<file path="src/hdl/lmpm_pkg.sv">
// Shared types, codes and the neighbor offset table of the particle mover.
`timescale 1ns / 1ps
package lmpm_pkg;

	localparam int SIZE_X_DEF        = 32;
	localparam int SIZE_Y_DEF        = 32;
	localparam int SIZE_Z_DEF        = 32;
	localparam int MAX_PARTICLES_DEF = 4096;

	localparam int NB_COUNT = 12;

	// result status codes
	localparam logic [2:0] STAT_PLACED   = 3'd0;
	localparam logic [2:0] STAT_BLOCKED  = 3'd1;
	localparam logic [2:0] STAT_FULL     = 3'd2;
	localparam logic [2:0] STAT_BAD_IDX  = 3'd3;
	localparam logic [2:0] STAT_BOUNDS   = 3'd4;
	localparam logic [2:0] STAT_OCCUPIED = 3'd5;
	localparam logic [2:0] STAT_REJECTED = 3'd6;
	localparam logic [2:0] STAT_MOVED    = 3'd7;

	// configuration register indexes
	localparam logic [2:0] CFG_EE  = 3'd0;
	localparam logic [2:0] CFG_EF  = 3'd1;
	localparam logic [2:0] CFG_FE  = 3'd2;
	localparam logic [2:0] CFG_FF  = 3'd3;
	localparam logic [2:0] CFG_SUB = 3'd4;

	localparam logic OP_DROP = 1'b0;
	localparam logic OP_MOVE = 1'b1;

	typedef enum logic [3:0] {
		SQ_CLEAR,
		SQ_IDLE,
		SQ_WRAP,
		SQ_DROP_CHK,
		SQ_DROP_EVAL,
		SQ_FALL_RD,
		SQ_FALL_CHK,
		SQ_DROP_WR,
		SQ_MV_CHK,
		SQ_MV_POS,
		SQ_MV_TGT,
		SQ_MV_NB,
		SQ_MV_DEC,
		SQ_OUT
	} state_t;

	// neighbor offsets, indexed [layer parity][direction]
	localparam logic signed [1:0] NB_DX [2][NB_COUNT] = '{
		'{2'sd1, -2'sd1, 2'sd0, 2'sd0, 2'sd0, 2'sd0, 2'sd1, 2'sd1, 2'sd0, 2'sd0, 2'sd1, 2'sd1},
		'{2'sd1, -2'sd1, 2'sd0, 2'sd0, -2'sd1, -2'sd1, 2'sd0, 2'sd0, -2'sd1, -2'sd1, 2'sd0, 2'sd0}
	};
	localparam logic signed [1:0] NB_DY [2][NB_COUNT] = '{
		'{2'sd0, 2'sd0, 2'sd1, -2'sd1, 2'sd0, 2'sd1, 2'sd0, 2'sd1, 2'sd0, 2'sd1, 2'sd0, 2'sd1},
		'{2'sd0, 2'sd0, 2'sd1, -2'sd1, -2'sd1, 2'sd0, -2'sd1, 2'sd0, -2'sd1, 2'sd0, -2'sd1, 2'sd0}
	};
	localparam logic signed [1:0] NB_DZ [2][NB_COUNT] = '{
		'{2'sd0, 2'sd0, 2'sd0, 2'sd0, 2'sd1, 2'sd1, 2'sd1, 2'sd1, -2'sd1, -2'sd1, -2'sd1, -2'sd1},
		'{2'sd0, 2'sd0, 2'sd0, 2'sd0, 2'sd1, 2'sd1, 2'sd1, 2'sd1, -2'sd1, -2'sd1, -2'sd1, -2'sd1}
	};

endpackage

</file>
<file path="src/hdl/lmpm_nb_gen.sv">
// Neighbor coordinate unit: applies one offset with x/y wrap and z range flags.
`timescale 1ns / 1ps
module lmpm_nb_gen #(
	parameter int SIZE_X = lmpm_pkg::SIZE_X_DEF,
	parameter int SIZE_Y = lmpm_pkg::SIZE_Y_DEF,
	parameter int SIZE_Z = lmpm_pkg::SIZE_Z_DEF,
	localparam int XW = $clog2(SIZE_X),
	localparam int YW = $clog2(SIZE_Y),
	localparam int ZW = $clog2(SIZE_Z)
) (
	input  logic [XW-1:0] bx,
	input  logic [YW-1:0] by,
	input  logic [ZW-1:0] bz,
	input  logic          par,
	input  logic [3:0]    dir,
	output logic [XW-1:0] nx,
	output logic [YW-1:0] ny,
	output logic [ZW-1:0] nz,
	output logic          z_in,
	output logic          z_zero
);

	logic signed [1:0]    dx, dy, dz;
	logic signed [ZW+1:0] zr;

	assign dx = lmpm_pkg::NB_DX[par][dir];
	assign dy = lmpm_pkg::NB_DY[par][dir];
	assign dz = lmpm_pkg::NB_DZ[par][dir];

	always_comb begin
		case (dx)
			2'sd1:   nx = (bx == XW'(SIZE_X - 1)) ? '0 : bx + XW'(1);
			-2'sd1:  nx = (bx == '0) ? XW'(SIZE_X - 1) : bx - XW'(1);
			default: nx = bx;
		endcase
		case (dy)
			2'sd1:   ny = (by == YW'(SIZE_Y - 1)) ? '0 : by + YW'(1);
			-2'sd1:  ny = (by == '0) ? YW'(SIZE_Y - 1) : by - YW'(1);
			default: ny = by;
		endcase
	end

	assign zr     = $signed({2'b00, bz}) + (ZW+2)'(dz);
	assign z_in   = (zr >= 0) && (zr < $signed((ZW+2)'(SIZE_Z)));
	assign z_zero = (zr == 0);
	assign nz     = zr[ZW-1:0];

endmodule

</file>
<file path="config.mk">
export PLATFORM = sky130hd
export DESIGN_NAME = lmpm_nb_gen
export DESIGN_NICKNAME = d
export VERILOG_FILES = /design/src/hdl/lmpm_pkg.sv /design/src/hdl/lmpm_nb_gen.sv
export SDC_FILE = /design/constraint.sdc
export NUM_CORES = 1
export LEC_CHECK = 0
export ABC_AREA = 0
export ABC_CLOCK_PERIOD_IN_PS = 2900
export BUFFER_PORTS_ARGS = -buffer_cell sky130_fd_sc_hd__buf_4
export CORE_ASPECT_RATIO = 1.2
export CORE_MARGIN = 2
export CORE_UTILIZATION = 42
export DETAILED_ROUTE_END_ITERATION = 10
export GPL_TIMING_DRIVEN = 0
export PLACE_DENSITY = 0.8
export SLEW_MARGIN = 20
export SYNTH_ARGS = -nofsm -noshare
export SYNTH_HDL_FRONTEND = slang
export SYNTH_SLANG_ARGS = --single-unit
</file>
<file path="constraint.sdc">
create_clock -name vclk -period 2.9
set_clock_uncertainty 0.2 [all_clocks]
set_input_delay 0.29 -clock vclk [all_inputs]
set_output_delay 0.29 -clock vclk [all_outputs]
set_load 0.05 [all_outputs]
</file>
==> results of run 1 <==
## synthesized netlist by cell type, types with 3 or more instances
library cell and instances:
or3_1 4, nand2b_1 3, a21oi_1 9, nor3_1 6, nor2_1 9, nand2_1 5
nor2b_1 3, xnor2_1 5, o21ai_0 6, inv_1 12, nor4b_1 4, nand3_1 5
ha_1 12, and3_1 3, buf_2 3, o31ai_1 5
## metal layers
| layer | vias to the layer above | share of wire (%) |
|---|---|---|
| met3 | 0 | 4.3 |
| li1 | 584 | - |
| met5 | - | 0 |
| met4 | 0 | 0 |
| met2 | 37 | 54 |
| met1 | 546 | 41 |
## worst max-delay path, delay by kind of cell
| family | cells | cell delay [ps] |
|---|---|---|
| adder cells (fa/ha/maj) | 3 | 590 |
| buffers and inverters | 5 | 540 |
| AND/OR/NAND/NOR | 5 | 940 |
## cells by family after synthesis
kind of cell | Yosys count
AO/OA/AOI/OAI | 41
XOR/XNOR | 7
buffers and inverters | 19
adder cells (fa/ha/maj) | 12
AND/OR/NAND/NOR | 52
## worst max path at each step
stage	start	endpoint	slack [ps]
6_report	dir[2]	z_zero	50
5_1_grt	dir[2]	z_zero	-40
4_1_cts	dir[2]	z_zero	3
3_5_place_dp	dir[2]	z_zero	-70
3_3_place_gp	dir[2]	z_zero	-20
2_1_floorplan	dir[2]	z_zero	-130
## per-stage QoR
stage / total power, mW / instances / util [%] / area, µm²
floorplan: 0.260 / 131 / - / 993
global placement: 0.349 / 187 / 63.6 / 1290
detailed placement: 0.357 / 187 / 63.6 / 1290
CTS: 0.359 / 188 / 64.0 / 1300
global route: 0.392 / 191 / 66.4 / 1350
finish: 0.367 / 191 / 66.4 / 1350
## power by group through the flow
stage / registers, mW / clock network (mW) / logic [mW]
after floorplan: 0 / 0 / 0.260
after CTS: 0 / 0 / 0.359
after detailed placement: 0 / 0 / 0.357
final: 0 / 0 / 0.367
after global routing: 0 / 0 / 0.392
after global placement: 0 / 0 / 0.349
## repair_timing
action | in CTS | in global routing
setup buffers | 1 | 3
gates resized for setup | 0 | 6
endpoints found under the setup margin | 1 | 3
pin swaps | 0 | 2
## layout make-up
class	count	share of cell area, %
buffer	7	4.55
inverter	12	3.35
multi-input combinational	112	67.7
tap	20	1.86
timing repair buffer	40	22.6
## layout by cell type, fill, tap and decap left out, drive strengths merged, types with 6 or more instances in the layout
cell / instances
buf: 45
inv: 12
nor2: 9
nor3: 6
o21ai: 6
a21oi: 9
ha: 12
==> metrics.md, run 1 <==
| Metric | Value |
|---|---|
| Number of vias after detailed routing | 1167 |
| Relative slew slack | 50.0% |
| Hold crit path type | primary input to primary output |
| Total GRT Usage | 20.6% |
| Share of layout cells above drive strength 1 | 34.5% |
| Largest net degree at the start of global routing | 11 |
| Fin crit period | 2850 ps |
| Worst slew pin tran | 750 ps |
| Hold Worst Slack | 754 ps |
| Worst Path Required | 2410 ps |
| Peak supply drop | 172 µV |
| Comb power frac | 100.0% |
| Mux contribution to synthesized area | 0% |
| Antenna-violating nets left | 0 |
| Kind of start point of the critical path | primary input |
| Multi-input gate area | 911 µm² |
| Die W | 46.1 µm |
| Global-route wire length before repair | 4.03 mm |
| P_leak | 0.621 nW |
| P_sw | 0.229 mW |
| Synthesized cell area | 893 µm² |
| Seq cells | 0 |
| Tcrit/Tclk final | 98.4% |
| Site Rows | 18 |
| Avg WL per Cell | 13.5 µm |
| Post-synthesis adder-cell area fraction | 16.8% |
| Number of vias per cell | 6.11 |
| Synth Area in Compound Gates | 31.9% |
| Crit-path cells | buf_4 > buf_6 > inv_2 > ha_1 > inv_1 > ha_4 > ha_4 > nand4bb_1 > nand4_1 > or3_4 > nand3_4 > nor4bb_4 > buf_6 |
| Pre-CTS WS | -74.9 ps |
| Io pins | 37 |
| Sequential standard cell area | 0 µm² |
| RSZ-0062 raised after global routing | yes |
| Drt first-iter violations | 18 |
| Die area | 2510 µm² |
| Net Sw Frac | 62.4% |
| 1st-pass router iterations | 4 |
| Core Area | 2030 µm² |
| Outcome | complete, no violations |
| Hpwl dp | 2.09 mm |
| Post-Synthesis Cells | 131 |
| Slowest stage delay, CP | 380 ps |
| Initial core utilization | 44.1% |
| YS warnings | 0 |
| Critical Path Sink Type | primary output |
| Wirelength, routed | 2.57 mm |
| Critical path's slowest cell | or3_4 |
| Share of the synthesized area in the top cell type | 16.8% |
| Power density over the cells | 272 nW/µm² |
| Flop pwr share | 0% |
| CLK BUF | 0 |
| XOR/XNOR Fraction of Synth Area | 6.86% |
| Max Slew Vio Count | 0 |
| Port Buf Inserts | 36 |
| Synth cell types | 43 |
| Layout area overhead | 50.7% |
| Final setup TNS | 0 ps |
| Global Route met1 Usage | 26.6% |
| Register area share after synthesis | 0% |
| Arrival time worst endpoint | 2360 ps |
| Simple-gate share of the synthesized area | 34.3% |
| Final Worst Setup Slack | 47.4 ps |
| Max Fclk | 351 MHz |
| Worst Path Max Fanout | 6 |
| Dominant cell type by area after synthesis | ha_1 |
| Congestion Overflow GR | 0 |
| Int Power | 0.138 mW |
| Largest family of logic cells by synthesized area | simple AND/OR/NAND/NOR gates |
| Nets | 205 |
| Antenna cell count | 0 |
| Final Setup Violations | 0 |
| Die height | 54.5 µm |
| Met2 Track Usage GR | 39.8% |
| Hold_buf cts | 0 |
| Vias in the first global route | 984 |
| Initial antenna violation count | 0 |
| Crit Path Class | primary input to primary output |
| Net Count, Synth | 163 |
| Hold_sp | bx[2] |
| Fill count | 195 |
| Clock share of power | 0% |
| Hold depth | 3 |
| Worst Hold End | nx[2] |
| Avg Cell Area, Syn | 6.82 µm² |
| Max-cap violation count | 0 |
| Synth top area cells | ha_1 17%, a21oi_1 5.0%, inv_1 5.0% |
| M3 GR Usage | 0% |
| Gr busiest metal | met2 |
| Final GP Congestion | 0.820 |
| Fin. Hold Viols | 0 |
| DRC | 0 |
Note: power is estimated with default switching activity, not from simulation.
==> run 2, diff against run 1 <==
--- a/config.mk
+++ b/config.mk
@@ -6,13 +6,12 @@
 export NUM_CORES = 1
 export LEC_CHECK = 0
 export ABC_AREA = 0
-export ABC_CLOCK_PERIOD_IN_PS = 2900
 export BUFFER_PORTS_ARGS = -buffer_cell sky130_fd_sc_hd__buf_4
+export CAP_MARGIN = 20
 export CORE_ASPECT_RATIO = 1.2
 export CORE_MARGIN = 2
 export CORE_UTILIZATION = 42
 export DETAILED_ROUTE_END_ITERATION = 10
-export GPL_TIMING_DRIVEN = 0
 export PLACE_DENSITY = 0.8
 export SLEW_MARGIN = 20
 export SYNTH_ARGS = -nofsm -noshare
==> run 2 against run 1 <==
  * Clock-buffer cell count unchanged
  * Largest power group unchanged
  * Utilization down 3.3 points
  * Die area unchanged
  * Total power down 2.0%
  * Critical path type unchanged
  * Hold slack worse by 3.0 ps
  * Highest routed layer unchanged
  * Global-route usage down 0.87 points
  * Combinational power down 2%
  * Largest cell class unchanged
==> metrics.md, run 2 (synthesis gave the netlist of run 1 again) <==
| Metric | Value |
|---|---|
| Power consumption | 0.359 mW (-2.0%) |
| Max Slew Vio Count | 0 (unchanged) |
| Antenna cell count | 0 (unchanged) |
| Worst slew pin tran | 512 ps (-238 ps) |
| Port Buf Inserts | 37 (+2.8%) |
| Final Worst Setup Slack | 145 ps (+97.4 ps) |
| Post-placement cell area | 1280 µm² (-0.97%) |
| Hold depth | 3 (unchanged) |
| Initial antenna violation count | 0 (unchanged) |
| Crit Path Class | primary input to primary output |
| Flop pwr share | 0% (unchanged) |
| Most frequent cells in the layout | 41 x buf_4, 12 x inv_1, 9 x a21oi_1, 9 x nor2_1, 9 x ha_1 |
| Final GP Congestion | 0.824 (+0.56%) |
| Commonest non-fill, non-tap cell in the layout | buf_4 |
| Nets | 200 (-2.4%) |
| Initial core utilization | 44.1% (unchanged) |
| WP buf/inv | 3 (-2) |
| Share of layout cells above drive strength 1 | 31.9% (-2.6 points) |
| P_sw | 0.226 mW (-1.1%) |
| Site Rows | 18 (unchanged) |
| Fin. Hold Viols | 0 (unchanged) |
| Max Fclk | 363 MHz (+3.5%) |
| Die area | 2510 µm² (unchanged) |
| Drt first-iter violations | 26 (+8) |
| Hpwl dp | 2.07 mm (-1.2%) |
| Vias in the first global route | 941 (-4.4%) |
| Worst Path Required | 2410 ps (about the same) |
| P_leak | 0.598 nW (-3.7%) |
| Arrival time worst endpoint | 2270 ps (-90 ps) |
| Max-cap violation count | 0 (unchanged) |
| Setup Buffers After CTS | 0 (-1) |
| Hold_buf cts | 0 (unchanged) |
| Seq cells | 0 (unchanged) |
| Pre-CTS WS | 126 ps (+201 ps) |
| Hold_sp | bx[2] |
| Antenna-violating nets left | 0 (unchanged) |
| Int Power | 0.133 mW (-3.6%) |
| Layout Utilization | 63.1% (-3.3 points) |
| Critical Path Sink Type | primary output |
| Outcome | complete, no violations |
| Comb power frac | 100.0% (about the same) |
| Final setup TNS | 0 ps (unchanged) |
| Hold crit path type | primary input to primary output |
| Avg WL per Cell | 13.6 µm (+0.57%) |
| Design Area, Final | 1280 µm² (-4.9%) |
| Total GRT Usage | 19.7% (-0.87 points) |
| Critical path's slowest cell | or3_4 |
| RSZ-0062 raised after global routing | no |
| Fin crit period | 2760 ps (-97.4 ps) |
| Die height | 54.5 µm (unchanged) |
| Final Setup Violations | 0 (unchanged) |
| Relative slew slack | 65.6% (+16 points) |
| Worst Hold End | nx[2] |
| Fill count | 193 (-1.0%) |
| Peak supply drop | 176 µV (+2.7%) |
| Global-route wire length before repair | 3.86 mm (-4.1%) |
| Io pins | 37 (unchanged) |
| DRC | 0 (unchanged) |
| Core Area | 2030 µm² (unchanged) |
| Inst Count DP | 186 (-0.53%) |
| CP top delay family | simple AND/OR/NAND/NOR gates |
| Net Sw Frac | 63.0% (+0.60 points) |
| Slowest stage delay, CP | 410 ps (+30 ps) |
| Worst Path Max Fanout | 15 (+9) |
| Hold Worst Slack | 751 ps (-3.00 ps) |
| Kind of start point of the critical path | primary input |
| Cell mode on critical path | ha_4 |
| Post-CTS Resized | 0 (unchanged) |
| Die W | 46.1 µm (unchanged) |
| Power density over the cells | 281 nW/µm² (+3.1%) |
| 1st-pass router iterations | 6 (+2) |
| Crit-path cells | buf_4 > ha_1 > inv_1 > ha_4 > ha_4 > nand4b_1 > nand4_1 > or3_4 > nand3_4 > nor4bb_4 > buf_6 |
| Number of vias per cell | 6.18 (+1.1%) |
| Multi-input gate area | 891 µm² (-2.2%) |
| Largest net degree at the start of global routing | 16 (+5) |
| Layout area overhead | 43.3% |
| Final Non-Filler Cells | 186 (-2.6%) |
| Congestion Overflow GR | 0 (unchanged) |
| Number of vias after detailed routing | 1149 (-1.5%) |
| Wirelength, routed | 2.52 mm (-2.1%) |
| Tcrit/Tclk final | 95.0% (-3.4 points) |
| Clock share of power | 0% (unchanged) |
| Sequential standard cell area | 0 µm² (unchanged) |
| CLK BUF | 0 (unchanged) |
[run 2: layer usage]
metal  up-vias  track usage, %  share of wire (%)
li1        577               -                  -
met1       538            25.6                 44
met2        34            37.7                 51
met3         0               0                4.4
met4         0           0.476                  0
met5         -               0                  0
[run 2: cell type report]
cell class / count / share of cell area (%)
timing repair buffer: 42 / 24.9
tap: 20 / 1.96
multi-input combinational: 112 / 69.6
inverter: 12 / 3.52
[run 2: worst max path at each step]
stage	cells past startpoint	to	start
3_3_place_gp	11	z_zero	dir[3]
4_1_cts	11	z_zero	dir[3]
6_report	11	z_zero	dir[3]
5_1_grt	11	z_zero	dir[3]
3_5_place_dp	11	z_zero	dir[3]
2_1_floorplan	11	z_zero	dir[2]
[run 2: power groups by stage]
stage               clock (mW)  sequential, mW  combinational, mW
floorplan                    0               0              0.260
global placement             0               0              0.350
detailed placement           0               0              0.358
CTS                          0               0              0.359
global route                 0               0              0.383
finish                       0               0              0.359
==> run 3, diff against run 2 <==
--- a/config.mk
+++ b/config.mk
@@ -10,9 +10,10 @@
 export CAP_MARGIN = 20
 export CORE_ASPECT_RATIO = 1.2
 export CORE_MARGIN = 2
-export CORE_UTILIZATION = 42
+export CORE_UTILIZATION = 35
 export DETAILED_ROUTE_END_ITERATION = 10
-export PLACE_DENSITY = 0.8
+export PLACE_DENSITY = 0.68
+export SETUP_SLACK_MARGIN = 0.05
 export SLEW_MARGIN = 20
 export SYNTH_ARGS = -nofsm -noshare
 export SYNTH_HDL_FRONTEND = slang
==> run 3 against run 2 <==
  * Global-route usage down 4.2 points
  * First-iteration DRC count up 38%
  * Critical path type unchanged
  * Via count up 0.17%
  * Fmax up 1.6%
  * Die area up 18%
  * Final cell count up 7.0%
  * Final area up 1.5%
  * Hold slack better by 6.8 ps
  * Total power down 0.40%
  * Critical path depth unchanged
  * Clock-buffer cell count unchanged
  * Combinational power about the same
==> metrics.md, run 3 (synthesis gave the netlist of run 1 again) <==
| Metric | Value |
|---|---|
| Power density over the cells | 276 nW/µm² (-1.8%) |
| Relative slew slack | 61.7% (-3.8 points) |
| Site Rows | 20 (+2) |
| P_leak | 0.598 nW (about the same) |
| Worst Hold End | nx[2] |
| Crit-path cells | buf_4 > ha_1 > inv_1 > ha_4 > ha_4 > nand4b_1 > nand4_1 > or3_4 > nand3_4 > nor4bb_4 > buf_4 |
| Initial core utilization | 36.1% (-8.0 points) |
| Largest net degree at the start of global routing | 16 (unchanged) |
| Critical Path Sink Type | primary output |
| Max Slew Vio Count | 0 (unchanged) |
| Avg WL per Cell | 12.2 µm (-10%) |
| Hold_sp | bx[2] |
| Max Fclk | 369 MHz (+1.6%) |
| Slowest stage delay, CP | 410 ps (about the same) |
| Sequential standard cell area | 0 µm² (unchanged) |
| Total GRT Usage | 15.5% (-4.2 points) |
| Crit Path Class | primary input to primary output |
| 1st-pass router iterations | 5 (-1) |
| Io pins | 37 (unchanged) |
| Die area | 2970 µm² (+18%) |
| Setup Buffers After CTS | 0 (unchanged) |
| Final GP Congestion | 0.865 (+5.0%) |
| CLK BUF | 0 (unchanged) |
| M1 WL | 1.05 mm (-5.9%) |
| Met3 WL post-DR | 160 µm (+45%) |
| Drt first-iter violations | 36 (+38%) |
| Arrival time worst endpoint | 2220 ps (-50 ps) |
| Final Setup Violations | 0 (unchanged) |
| Share of layout cells above drive strength 1 | 32.5% (+0.60 points) |
| Initial antenna violation count | 0 (unchanged) |
| Core Area | 2480 µm² (+22%) |
| Worst slew pin tran | 567 ps (+54.4 ps) |
| Antenna-violating nets left | 0 (unchanged) |
| Kind of start point of the critical path | primary input |
| Nets | 200 (unchanged) |
| Wirelength, routed | 2.42 mm (-4.0%) |
| Worst Path Required | 2410 ps (about the same) |
| Max-cap violation count | 0 (unchanged) |
| Port Buf Inserts | 37 (unchanged) |
| Outcome | complete, no violations |
| CP top delay family | simple AND/OR/NAND/NOR gates |
| Hpwl dp | 2.01 mm (-2.5%) |
| Vias in the first global route | 921 (-2.1%) |
| Design Area, Final | 1300 µm² (+1.5%) |
| Number of vias per cell | 5.78 (-6.4%) |
| RSZ-0062 raised after global routing | no |
| Hold_buf cts | 0 (unchanged) |
| Post-CTS Resized | 0 (unchanged) |
| Highest routed layer | met3 |
| Tcrit/Tclk final | 93.5% (-1.5 points) |
| WP buf/inv | 3 (unchanged) |
| Peak supply drop | 179 µV (+1.5%) |
| Hold depth | 3 (unchanged) |
| Number of vias after detailed routing | 1151 (+0.17%) |
| Post-placement cell area | 1300 µm² (+1.8%) |
| Antenna cell count | 0 (unchanged) |
| Commonest non-fill, non-tap cell in the layout | buf_4 |
| Most frequent cells in the layout | 42 x buf_4, 12 x inv_1, 9 x a21oi_1, 9 x nor2_1, 9 x ha_1 |
| DRC | 0 (unchanged) |
| WL met2 | 1.21 mm (-6.5%) |
| Global-route wire length before repair | 3.86 mm (-0.18%) |
| Pre-CTS WS | 179 ps (+53.0 ps) |
| Hold crit path type | primary input to primary output |
| Congestion Overflow GR | 0 (unchanged) |
| Fin crit period | 2710 ps (-43.8 ps) |
| Seq cells | 0 (unchanged) |
| Layout area overhead | 45.4% |
| Critical path's slowest cell | or3_4 |
| Worst Path Max Fanout | 15 (unchanged) |
| Final Worst Setup Slack | 189 ps (+43.8 ps) |
| Die height | 59.3 µm (+8.8%) |
| Fin. Hold Viols | 0 (unchanged) |
| Die W | 50.1 µm (+8.7%) |
-- run 3: layout make-up --
| class | instances | area (µm²) |
|---|---|---|
| Timing Repair Buffer | 42 | 315 |
| Tap cell | 33 | 41.3 |
| Inverter | 12 | 45.0 |
| Fill cell | 252 | 1180 |
| Multi-Input combinational cell | 112 | 897 |
-- run 3: how the worst max path moves through the flow --
stage	cells past startpoint	from	slack [ps]	end
detailed placement	11	dir[3]	180	z_zero
floorplan	11	dir[2]	-130	z_zero
global placement	11	dir[3]	230	z_zero
finish	11	dir[3]	190	z_zero
CTS	11	dir[3]	180	z_zero
global route	11	dir[3]	80	z_zero
-- run 3: report_power, final --
group / leakage (nW) / switching, mW / total, mW / internal, mW
combinational: 0.598 / 0.225 / 0.358 / 0.134
sequential: 0 / 0 / 0 / 0
clock: 0 / 0 / 0 / 0
total: 0.598 / 0.225 / 0.358 / 0.134
-- run 3: through the flow --
stage | TNS [ps] | power (mW) | util, % | cells | hold WS (ps)
floorplan | -128 | 0.261 | - | 131 | 574
global placement | 0 | 0.353 | 52.4 | 199 | 744
detailed placement | 0 | 0.358 | 52.4 | 199 | 753
CTS | 0 | 0.359 | 52.4 | 199 | 753
global route | 0 | 0.381 | 52.4 | 199 | 776
finish | 0 | 0.358 | 52.4 | 199 | 757
-- run 3: routing by layer --
layer  track usage, %  up-vias
met3            0.758        0
li1                 -      576
met5                0        -
met4            0.794        0
met2             29.1       49
met1             20.2      526
